### src/hdl/mau_ram.sv
`default_nettype none
module mau_ram #(
	parameter int WIDTH = 32,
	parameter int DEPTH = 64
) (
	input  wire logic                                      clk,
	input  wire logic                                      we,
	input  wire logic [((DEPTH > 1) ? $clog2(DEPTH) : 1)-1:0] waddr,
	input  wire logic [WIDTH-1:0]                          wdata,
	input  wire logic                                      re,
	input  wire logic [((DEPTH > 1) ? $clog2(DEPTH) : 1)-1:0] raddr,
	output logic      [WIDTH-1:0]                          rdata
);

	logic [WIDTH-1:0] mem_q [DEPTH];

	// one write port, one registered read port
	always_ff @(posedge clk) begin
		if (we) begin
			mem_q[waddr] <= wdata;
		end
		if (re) begin
			rdata <= mem_q[raddr];
		end
	end

endmodule
`default_nettype wire

### config.mk
export PLATFORM = sky130hd
export DESIGN_NAME = mau_ram
export DESIGN_NICKNAME = d
export VERILOG_FILES = /design/src/hdl/mau_ram.sv
export SDC_FILE = /design/constraint.sdc
export NUM_CORES = 2
export LEC_CHECK = 0
export BUFFER_PORTS_ARGS = -buffer_cell sky130_fd_sc_hd__buf_2
export CAP_MARGIN = 20
export CORE_MARGIN = 4
export CORE_UTILIZATION = 63
export CTS_BUF_LIST = sky130_fd_sc_hd__clkbuf_16
export CTS_CLUSTER_DIAMETER = 150
export DETAILED_ROUTE_END_ITERATION = 6
export PLACE_DENSITY_LB_ADDON = 0.2
export SYNTH_ARGS = -nofsm -noshare
export SYNTH_HDL_FRONTEND = slang
export SYNTH_SLANG_ARGS = --single-unit
### constraint.sdc
create_clock -name clk -period 4.3 [get_ports clk]
set_input_delay 0.645 -clock clk [delete_from_list [all_inputs] [get_ports clk]]
set_output_delay 0.645 -clock clk [all_outputs]
set_load 0.01 [all_outputs]
==> flow_summary.json <==
{
  "cts_hold_buffers": 0,
  "grt_start_max_net_pins": 74,
  "row_count": 129,
  "drive_gt1_frac": 0.307,
  "wl_per_cell_um": 37.6,
  "yosys.cell_types.count": 33,
  "met1_usage": 0.430,
  "clk_pin_slew_ns": 0.06,
  "vias_per_cell": 7.06,
  "ys_seq_elements": 2080,
  "syn_avg_cell_area_um2": 23.7,
  "whs_path_depth": 1,
  "routed_wl_um": 204000,
  "holdWs_ns": 0.227,
  "route.vias.total": 38308,
  "drv_slew": 0,
  "ctsResizeCount": 0,
  "grt.total_usage": 0.318,
  "fin_tns_setup_ns": 0,
  "post_cts_buffers": 0,
  "synthesis.nets": 3371,
  "worstSetupPathType": "primary input to flop",
  "worstSetupEndpointType": "flop",
  "status": "complete, no violations",
  "clock-skew-final_ns": 0.0318,
  "arrival_ns": 3.92,
  "vdd_drop_max_mv": 0.460,
  "setup_viol": 0,
  "cts_max_level": 4,
  "powerDensity_nw_per_um2": 465,
  "rsz0062_at_grt": "false",
  "synth_cells": 3324,
  "drv_cap": 0,
  "grt_use_met2": 0.496,
  "grt_pass1_wl_um": 287000,
  "worst_ep_required_time_ns": 4.80,
  "crit_fanout": 73,
  "cts_inserted_buffers": 194,
  "area_delta_synth_final_pct": 13.0,
  "cts_tree": "done",
  "max_slew_margin": 0.209,
  "clockRootBuffer": "clkbuf_16",
  "hold_path.class": "primary input to flop",
  "synth_warnings": 0,
  "antenna_left": 0,
  "drt_pass1_iterations": 7,
  "clk-insertion-delay-late_ns": 0.83,
  "gr-total-overflow": 0,
  "yosysSeqAreaShare": 0.792,
  "grt_antenna_before_repair": 21,
  "min_from": "wdata[15]",
  "period_minus_slack_ns": 3.42,
  "die_w_um": 362,
  "r2r_cells": 4,
  "finalHoldViolCount": 0,
  "whs_endpoint": "mem_q[21][15]",
  "crit_path_start_kind": "primary input",
  "ios": 79,
  "max_slew.worst_pin.slew_ns": 1.19,
  "r2r-start": "mem_q[38][0]",
  "die_h_um": 362,
  "p_leak_nw": 28.1,
  "r2r_end": "rdata[0]",
  "fill_cells": 6810,
  "busiest_layer": "met2",
  "cts_buffer_depth": 3,
  "dpl.hpwl_um": 112000,
  "max_freq_mhz": 293,
  "place.gp.congestion": 0.922,
  "drc": 0,
  "drt_iter0_drc": 6196,
  "fin_crit_sh": 0.795,
  "start_util": 0.636,
  "regToRegSetupSlack_ns": 1.56,
  "grt_pass1_vias": 38966,
  "fin_nets": 3672,
  "cts_sinks": 2080,
  "io_buffers": 78,
  "globalRouteMet3Util": 0.0923,
  "core_area_um2": 124000,
  "die-area_um2": 131000,
  "netlist_area_um2": 78800
}
[cells by family (layout without fill, tap and decap cells)]
logic type / after synthesis / in the layout / synth area share
buf+inv: 182 / 634 / 0.0112
flops: 2080 / 2080 / 0.792
other cells: 0 / 12 / 0
mux: 637 / 637 / 0.167
compound gates: 202 / 202 / 0.0167
simple gates: 223 / 223 / 0.0126
[layout by cell type (no fill, tap or decap), drive strengths merged, types with 2 or more instances in the layout]
cell | netlist | routed
edfxtp | 2080 | 2080
mux4 | 544 | 544
buf | 108 | 287
clkbuf | 74 | 198
nor2 | 137 | 137
mux2i | 93 | 93
o22ai | 84 | 84
clkinv | 0 | 74
a21oi | 62 | 62
inv | 0 | 52
o221ai | 27 | 27
nand2 | 26 | 26
bufinv | 0 | 19
nor2b | 15 | 15
diode | 0 | 12
a22oi | 12 | 12
nand2b | 8 | 8
a311oi | 8 | 8
nor3 | 7 | 7
nand3b | 5 | 5
nand3 | 5 | 5
or3b | 5 | 5
and3 | 4 | 4
a41o | 4 | 4
o32ai | 4 | 4
clkinvlp | 0 | 4
or3 | 3 | 3
or2 | 3 | 3
and2 | 2 | 2
nand4 | 2 | 2
[power by group]
part	total (mW)	switching, mW	internal [mW]
clock network	16.7	7.22	9.45
logic	2.20	1.40	0.801
registers	22.6	0.0996	22.5
[area by class of cell]
cell class | instances | area, um^2 | share of cell area
Clock buffer | 198 | 4950 | 0.0556
Clock inverter | 149 | 1210 | 0.0136
Timing Repair Buffer | 287 | 2440 | 0.0274
Sequential cell | 2080 | 62500 | 0.701
Multi-Input combinational cell | 1062 | 16000 | 0.179
Tap cell | 1637 | 2050 | 0.0230
Antenna cell | 12 | 30.0 | 0.000337
[cell usage after synthesis]
library cell | number | share of area
a21oi_1 | 62 | 0.0039
nand4_1 | 2 | 0.00016
nand4b_1 | 1 | 0.00011
mux4_2 | 544 | 0.16
a311oi_1 | 8 | 0.00089
or2_2 | 1 | 0.000079
o221ai_1 | 27 | 0.0030
clkbuf_1 | 74 | 0.0035
nand3b_1 | 5 | 0.00048
buf_4 | 25 | 0.0024
nand2b_1 | 8 | 0.00063
nor2b_1 | 15 | 0.0012
or3b_2 | 3 | 0.00033
or2_1 | 1 | 0.000079
o32ai_1 | 4 | 0.00044
a31oi_1 | 1 | 0.000079
a41o_1 | 4 | 0.00051
a22oi_1 | 12 | 0.0011
buf_6 | 5 | 0.00071
nand3_1 | 5 | 0.00032
o22ai_1 | 84 | 0.0067
nor3_1 | 7 | 0.00044
buf_1 | 21 | 0.0010
nand2_1 | 26 | 0.0012
buf_2 | 57 | 0.0036
nor2_1 | 137 | 0.0065
and3_1 | 4 | 0.00032
or3_1 | 3 | 0.00024
or3b_1 | 2 | 0.00022
and2_1 | 2 | 0.00016
or2_0 | 1 | 0.000079
edfxtp_1 | 2080 | 0.79
mux2i_1 | 93 | 0.012
[per-layer routing]
metal  routed length, um  vias to the layer above
met5                  24                        -
li1                    -                    14908
met3               26400                      467
met4                9530                        4
met1               69500                    20176
met2               98500                     2753
[worst max-delay path by stage]
stage	startpoint	to	depth (start not counted)
after detailed placement	raddr[0]	rdata[0]	7
after global placement	raddr[0]	rdata[0]	7
after global routing	raddr[1]	rdata[18]	8
after floorplan	waddr[3]	mem_q[48][0]	4
final	raddr[1]	rdata[0]	7
after CTS	raddr[1]	rdata[0]	7
[registers in the layout, indices dropped and copies added (netlist names)]
signal  cells
rdata      32
mem_q    2048
[through the flow]
step	std cells	cell area (um^2)	setup WS, ns	util	total power [mW]
finish	5425	89100	0.882	0.719	41.5
global route	5414	89100	0.970	0.719	42.6
CTS	5405	88900	1.18	0.717	41.6
detailed placement	5058	82800	0.318	0.668	25.1
global placement	5056	82700	0.335	0.667	25.1
floorplan	3324	78800	0.495	-	24.1
[critical path: stages]
cell and delay [ns]:
buf_8 0.53, buf_12 0.34, buf_4 0.38, mux4_2 0.38, mux4_2 0.47, o22ai_1 0.70, nor2_1 0.30
Note: power is estimated with default switching activity, not from simulation.
