**config.mk**
```make
export PLATFORM = sky130hd
export DESIGN_NAME = mau_seq
export DESIGN_NICKNAME = d
export VERILOG_FILES = /design/src/hdl/mau_pkg.sv /design/src/hdl/mau_seq.sv
export SDC_FILE = /design/constraint.sdc
export NUM_CORES = 1
export LEC_CHECK = 0
export BUFFER_PORTS_ARGS = -buffer_cell sky130_fd_sc_hd__buf_2
export CAP_MARGIN = 20
export CORE_MARGIN = 4
export CORE_UTILIZATION = 52
export DETAILED_ROUTE_END_ITERATION = 16
export HOLD_SLACK_MARGIN = 0.05
export PLACE_DENSITY = 0.81
export SETUP_SLACK_MARGIN = 0.15
export SYNTH_ARGS = -nofsm -noshare
export SYNTH_HDL_FRONTEND = slang
export SYNTH_SLANG_ARGS = --single-unit
export TNS_END_PERCENT = 20
```
**constraint.sdc**
```tcl
create_clock -name clk -period 2.5 [get_ports clk]
set_clock_uncertainty 0.1 [all_clocks]
set_input_delay 0.125 -clock clk [delete_from_list [all_inputs] [get_ports clk]]
set_output_delay 0.125 -clock clk [all_outputs]
set_load 0.05 [all_outputs]
```
**src/hdl/mau_pkg.sv**
```systemverilog
`default_nettype none
package mau_pkg;

	// fixed field widths
	localparam int IDX_W  = 3;
	localparam int DIM_W  = 4;
	localparam int DATA_W = 32;
	localparam int CFG_IDX_W = 2;

	// configuration register indexes
	localparam logic [CFG_IDX_W-1:0] REG_ROWS_A = 2'd0;
	localparam logic [CFG_IDX_W-1:0] REG_COLS_A = 2'd1;
	localparam logic [CFG_IDX_W-1:0] REG_COLS_B = 2'd2;

	// operation codes
	typedef enum logic [2:0] {
		OP_LOAD_A    = 3'd0,
		OP_LOAD_B    = 3'd1,
		OP_ADD       = 3'd2,
		OP_SUB       = 3'd3,
		OP_MUL       = 3'd4,
		OP_TRANSPOSE = 3'd5
	} op_t;

	// control that travels with each store read
	typedef struct packed {
		logic             valid;
		op_t              op;
		logic [IDX_W-1:0] row;
		logic [IDX_W-1:0] col;
		logic             first;
		logic             last_inner;
		logic             last_elem;
	} mau_ctl_t;

	// zero counts as one, anything above the limit as the limit
	function automatic logic [DIM_W-1:0] sat_dim(input logic [DIM_W-1:0] v,
			input logic [DIM_W-1:0] lim);
		logic [DIM_W-1:0] r;
		if (v == '0) begin
			r = {{(DIM_W-1){1'b0}}, 1'b1};
		end else if (v > lim) begin
			r = lim;
		end else begin
			r = v;
		end
		return r;
	endfunction

endpackage
`default_nettype wire

```
**src/hdl/mau_seq.sv**
```systemverilog
`default_nettype none
module mau_seq
	import mau_pkg::*;
#(
	parameter int MAX_DIM = 8
) (
	input  wire logic                 clk,
	input  wire logic                 arst_n,
	input  wire logic                 go,
	input  wire op_t                  op,
	input  wire logic [DIM_W-1:0]     rows_a,
	input  wire logic [DIM_W-1:0]     cols_a,
	input  wire logic [DIM_W-1:0]     cols_b,
	input  wire logic                 fin,
	output logic                      busy,
	output mau_ctl_t                  ctl,
	output logic [((MAX_DIM*MAX_DIM > 1) ? $clog2(MAX_DIM*MAX_DIM) : 1)-1:0] addr_a,
	output logic [((MAX_DIM*MAX_DIM > 1) ? $clog2(MAX_DIM*MAX_DIM) : 1)-1:0] addr_b
);

	localparam int ADDR_W = (MAX_DIM*MAX_DIM > 1) ? $clog2(MAX_DIM*MAX_DIM) : 1;

	typedef enum logic [1:0] {
		ST_IDLE,
		ST_ISSUE,
		ST_DRAIN
	} state_t;

	state_t           state_q;
	logic             busy_q;
	op_t              op_q;
	logic [IDX_W-1:0] r_q, c_q, i_q;
	logic [DIM_W-1:0] nr_q, nc_q, ni_q;
	logic             r_last, c_last, i_last;
	logic [IDX_W-1:0] ar_row, ar_col, br_row, br_col;

	// loop ends
	assign r_last = ({1'b0, r_q} + 1'b1) == nr_q;
	assign c_last = ({1'b0, c_q} + 1'b1) == nc_q;
	assign i_last = ({1'b0, i_q} + 1'b1) == ni_q;

	// store coordinates per operation
	always_comb begin
		ar_row = r_q;
		ar_col = c_q;
		br_row = r_q;
		br_col = c_q;
		unique case (op_q)
			OP_MUL: begin
				ar_col = i_q;
				br_row = i_q;
			end
			OP_TRANSPOSE: begin
				ar_row = c_q;
				ar_col = r_q;
			end
			default: begin
			end
		endcase
	end

	assign addr_a = ADDR_W'(32'(ar_row) * MAX_DIM + 32'(ar_col));
	assign addr_b = ADDR_W'(32'(br_row) * MAX_DIM + 32'(br_col));

	// read beat control
	always_comb begin
		ctl.valid      = (state_q == ST_ISSUE);
		ctl.op         = op_q;
		ctl.row        = r_q;
		ctl.col        = c_q;
		ctl.first      = (i_q == '0);
		ctl.last_inner = i_last;
		ctl.last_elem  = r_last && c_last && i_last;
	end

	assign busy = busy_q;

	// walk state, loop counters and bounds
	always_ff @(posedge clk or negedge arst_n) begin
		if (!arst_n) begin
			state_q <= ST_IDLE;
			busy_q  <= 1'b0;
			op_q    <= OP_ADD;
			r_q     <= '0;
			c_q     <= '0;
			i_q     <= '0;
			nr_q    <= '0;
			nc_q    <= '0;
			ni_q    <= '0;
		end else begin
			unique case (state_q)
				ST_IDLE: begin
					if (go) begin
						state_q <= ST_ISSUE;
						busy_q  <= 1'b1;
						op_q    <= op;
						r_q     <= '0;
						c_q     <= '0;
						i_q     <= '0;
						nr_q    <= (op == OP_TRANSPOSE) ? cols_a : rows_a;
						nc_q    <= (op == OP_TRANSPOSE) ? rows_a :
							(op == OP_MUL) ? cols_b : cols_a;
						ni_q    <= (op == OP_MUL) ? cols_a : DIM_W'(1);
					end
				end
				ST_ISSUE: begin
					if (!i_last) begin
						i_q <= i_q + 1'b1;
					end else begin
						i_q <= '0;
						if (!c_last) begin
							c_q <= c_q + 1'b1;
						end else begin
							c_q <= '0;
							if (r_last) begin
								state_q <= ST_DRAIN;
							end else begin
								r_q <= r_q + 1'b1;
							end
						end
					end
				end
				ST_DRAIN: begin
					if (fin) begin
						state_q <= ST_IDLE;
						busy_q  <= 1'b0;
					end
				end
				default: begin
					state_q <= ST_IDLE;
					busy_q  <= 1'b0;
				end
			endcase
		end
	end

endmodule
`default_nettype wire

```
==> results by group <==
Timing
  • Post-layout minimum cycle time: 2.354 ns
  • Tcrit/Tclk final: a little over nine tenths
  • Hold violation total from the final report: 0
  • Max-slew violation count: 0
  • Final setup violation count: 0
  • Max frequency: around 420 MHz
  • Setup tns final: 0 ns
  • RSZ-0062 raised after global routing: true
  • Worst slew pin tran: between 0.5 and 0.6 ns
  • Relative slew slack: 60.89%

Die
  • IO Count: between 40 and 50
  • Die Span X: 65.73 µm
  • Initial Utilization: 55.40%
  • Chip height: 65.73 µm
  • Die ar.: 4320 µm²
  • Row count: 20
  • Core footprint: 3128 µm²

GRT
  • Vias in the first global route: 1675
  • Initial antenna violation count: 0
  • GRT overflow: 0
  • Global-route wire length before repair: about 7.7 mm
  • Gr usage total: 23.52%
  • Largest net degree at the start of global routing: 28

Drt
  • Vias: 1641
  • Initial DRC count: 108
  • Wire per inst: approximately 16 µm
  • DRT antenna net count: 0
  • Via density: ~5.6
  • Drc violations: 0
  • Wirelength, routed: 4.659 mm
  • Pre-antenna DRT Iters: 4

Clock network
  • Clock root buffer: clkbuf_4
  • Clock Sink Count: 27
  • CTS Buf Count: 3
  • Clock Pin Slew Worst Setup and Hold Paths: about 0.15 ns
  • CTS tree: done
  • Worst skew pair latency: 0.34 ns
  • CTS max path bufs: 2
  • Depth of the CTS H-tree: 1

Layout
  • Final net count: 272
  • # diodes: 0
  • Layout cells sized above 1: 33.06%
  • Area added between synthesis and finish: 30.40%

Setup path
  • Worst r2r dst: r_q[2]
  • RR Startpoint: br_col[0]
  • Crit-path max FO: 3
  • CP peak stage delay: 0.46 ns
  • CP delay by family, top: compound AO/OA/AOI/OAI gates
  • Startpoint Class: flop
  • Worst Reg-to-Reg Cells: 8
  • CP bufs+invs: 1
  • WP data arrival: 2.13 ns
  • CP Capture Type: primary output
  • R2R Setup Slk: approximately 0.26 ns
  • CP Data Required Time: 2.28 ns
  • Setup CP Type: reg2out
  • Worst-path cell chain: ha_4 -> xor2_1 -> or3_4 -> a211oi_4 -> o2111a_2 -> buf_8
  • CP max stage cell: dfrtp_2
  • Crit path launch: br_col[0]

Power
  • Sw Pwr: 1767 µW
  • LEAKAGE: roughly 0.0011 µW
  • Pwr Total: 3222 µW
  • VDD IR max: 802.2 µV
  • Seq pwr share: a little under a quarter
  • Cell internal pwr: 1455 µW
  • Clk pwr share: 6.2%
  • Part of the power in combinational logic: 69.9%
  • Net Sw Frac: 54.85%
  • PwrDens: 1426 nW/µm²

Synthesis
  • Synth Net Count: 209
  • Post-synth EDFFs: 0
  • FF+latch count, synth: 27
  • Distinct cells, synth: 45
  • Share of flip-flops with an asynchronous set or reset: between 90% and 100%
  • Cell area after synthesis: about 1700 µm²
  • Synthesized netlist cell count: 186
  • Sequential-to-total area share from yosys stat: between 30 and 40%
  • Synth Flop Type: dfrtp_1
  • Syn_area_per_cell: 9.317 µm²
  • Synth warn: 0

Placed design
  • RePlAce Congestion: 0.8314
  • Final HPWL DP: 3.243 mm
  • I/O Buffers: 44

Flow run
  • Max_cap viols: 0

Min path
  • HP Start: cols_b[2]
  • WHS Path Cells: 5
  • Min-Delay Endpoint: nc_q[2]
  • Worst hold-check path type: in2reg

Run status
  • Status: complete, no violations
worst reg2reg max path, cell delays in order (launching register included):
cell,delay (ns)
dfrtp_2,0.46
ha_4,0.17
xor2_1,0.15
or3_4,0.34
a211oi_4,0.27
buf_4,0.19
buf_4,0.13
a311oi_1,0.09
a211o_1,0.24
layout by cell type, fill, tap and decap left out, types with 4 or more instances in the layout:
master         count
mux2_2             7
dfrtp_1           23
mux2i_1           10
nor2_1            12
o21ai_0            9
o31ai_1            5
nand2_1           22
a21oi_1           14
xor2_1             6
buf_2             42
a22o_1             4
nor3_1             5
inv_1              7
dlygate4sd3_1     14
buf_4             12
flip-flops by register name, indices dropped and copies added (netlist names):
name and cells:
nr_q 4, br_col 3, ni_q 4, r_q 3, op_q 3, state_q 2, busy 1, nc_q 4
i_q 3
Yosys cell counts, types with 3 or more instances:
library cell   n  area [µm²]
xnor2_1        3       26.28
clkbuf_1       6       22.52
nor2_1        12       45.04
a21oi_1       15       75.07
ha_1           4       50.05
dfrtp_1       26       650.6
nand2b_1       3       18.77
nand2_1       22       82.58
o21ai_0        9       45.04
mux2i_1       10       100.1
buf_4          4       30.03
buf_2          3       15.01
nand3b_1       3       22.52
inv_1          7       26.28
xor2_1         6       52.55
nor3_1         5       25.02
mux2_2         7       78.83
a22o_1         4       35.03
o31ai_1        5       37.54
stage by stage:
step | hold WS (ns) | cell area, µm² | utilization (%) | setup slack (ns) | std cells
after global routing | 0.1517 | 2260 | 72.24 | 0.09345 | 292
final | 0.09493 | 2260 | 72.24 | 0.1457 | 292
after CTS | 0.09691 | 2240 | 71.60 | 0.1376 | 292
after detailed placement | 0.05617 | 2004 | 64.08 | 0.2208 | 269
after floorplan | -0.2706 | 1737 | - | 0.1390 | 186
after global placement | 0.05615 | 2004 | 64.08 | 0.2623 | 269
layout make-up:
cell class / count / area, µm²
timing repair buffer: 71 / 478.0
inverter: 7 / 26.28
sequential: 27 / 680.7
multi-input combinational: 139 / 992.2
fill: 241 / 868.3
tap: 44 / 55.05
clock inverter: 1 / 5.005
clock buffer: 3 / 22.52
worst max-delay path by stage:
| stage | to | slack [ns] | depth (start not counted) |
|---|---|---|---|
| final | ctl[0] | 0.15 | 6 |
| after CTS | ctl[0] | 0.14 | 6 |
| after detailed placement | r_q[2] | 0.22 | 7 |
| after floorplan | addr_b[5] | 0.14 | 3 |
| after global routing | ctl[0] | 0.09 | 6 |
| after global placement | br_col[1] | 0.26 | 6 |
layer usage:
layer	up-vias	global-route usage [%]	wire length, µm
li1	788	-	-
met1	758	27.98	1923
met2	78	40.55	2281
met3	17	4.444	315
met4	0	10.88	138
met5	-	0	0
logic make-up after synthesis:
| kind of cell | Yosys count | synth area share (%) |
|---|---|---|
| adders and majority gates | 4 | 2.888 |
| DFF | 27 | 39.06 |
| muxes | 17 | 10.33 |
| and+or+nand+nor | 61 | 18.63 |
| buffers and inverters | 20 | 5.415 |
| xor gates and xnor gates | 9 | 4.549 |
| AOI/OAI and AO/OA | 48 | 19.13 |
power by group through the flow:
stage / Combinational (µW) / Sequential (µW) / Clock [µW]
final: 2250 / 770 / 198
after global routing: 2400 / 793 / 224
after CTS: 2190 / 767 / 201
after detailed placement: 2040 / 799 / 0
after global placement: 2020 / 790 / 0
after floorplan: 1410 / 1010 / 0
timing repair:
item / 4_1_cts / 5_1_grt
buffers inserted: 5 / 0
pin swaps: 2 / 2
setup endpoints to repair: 2 / 2
resized for setup: 8 / 4
hold endpoints to repair: 44 / 0
hold buffers: 14 / 0
Note: power is estimated with default switching activity, not from simulation.
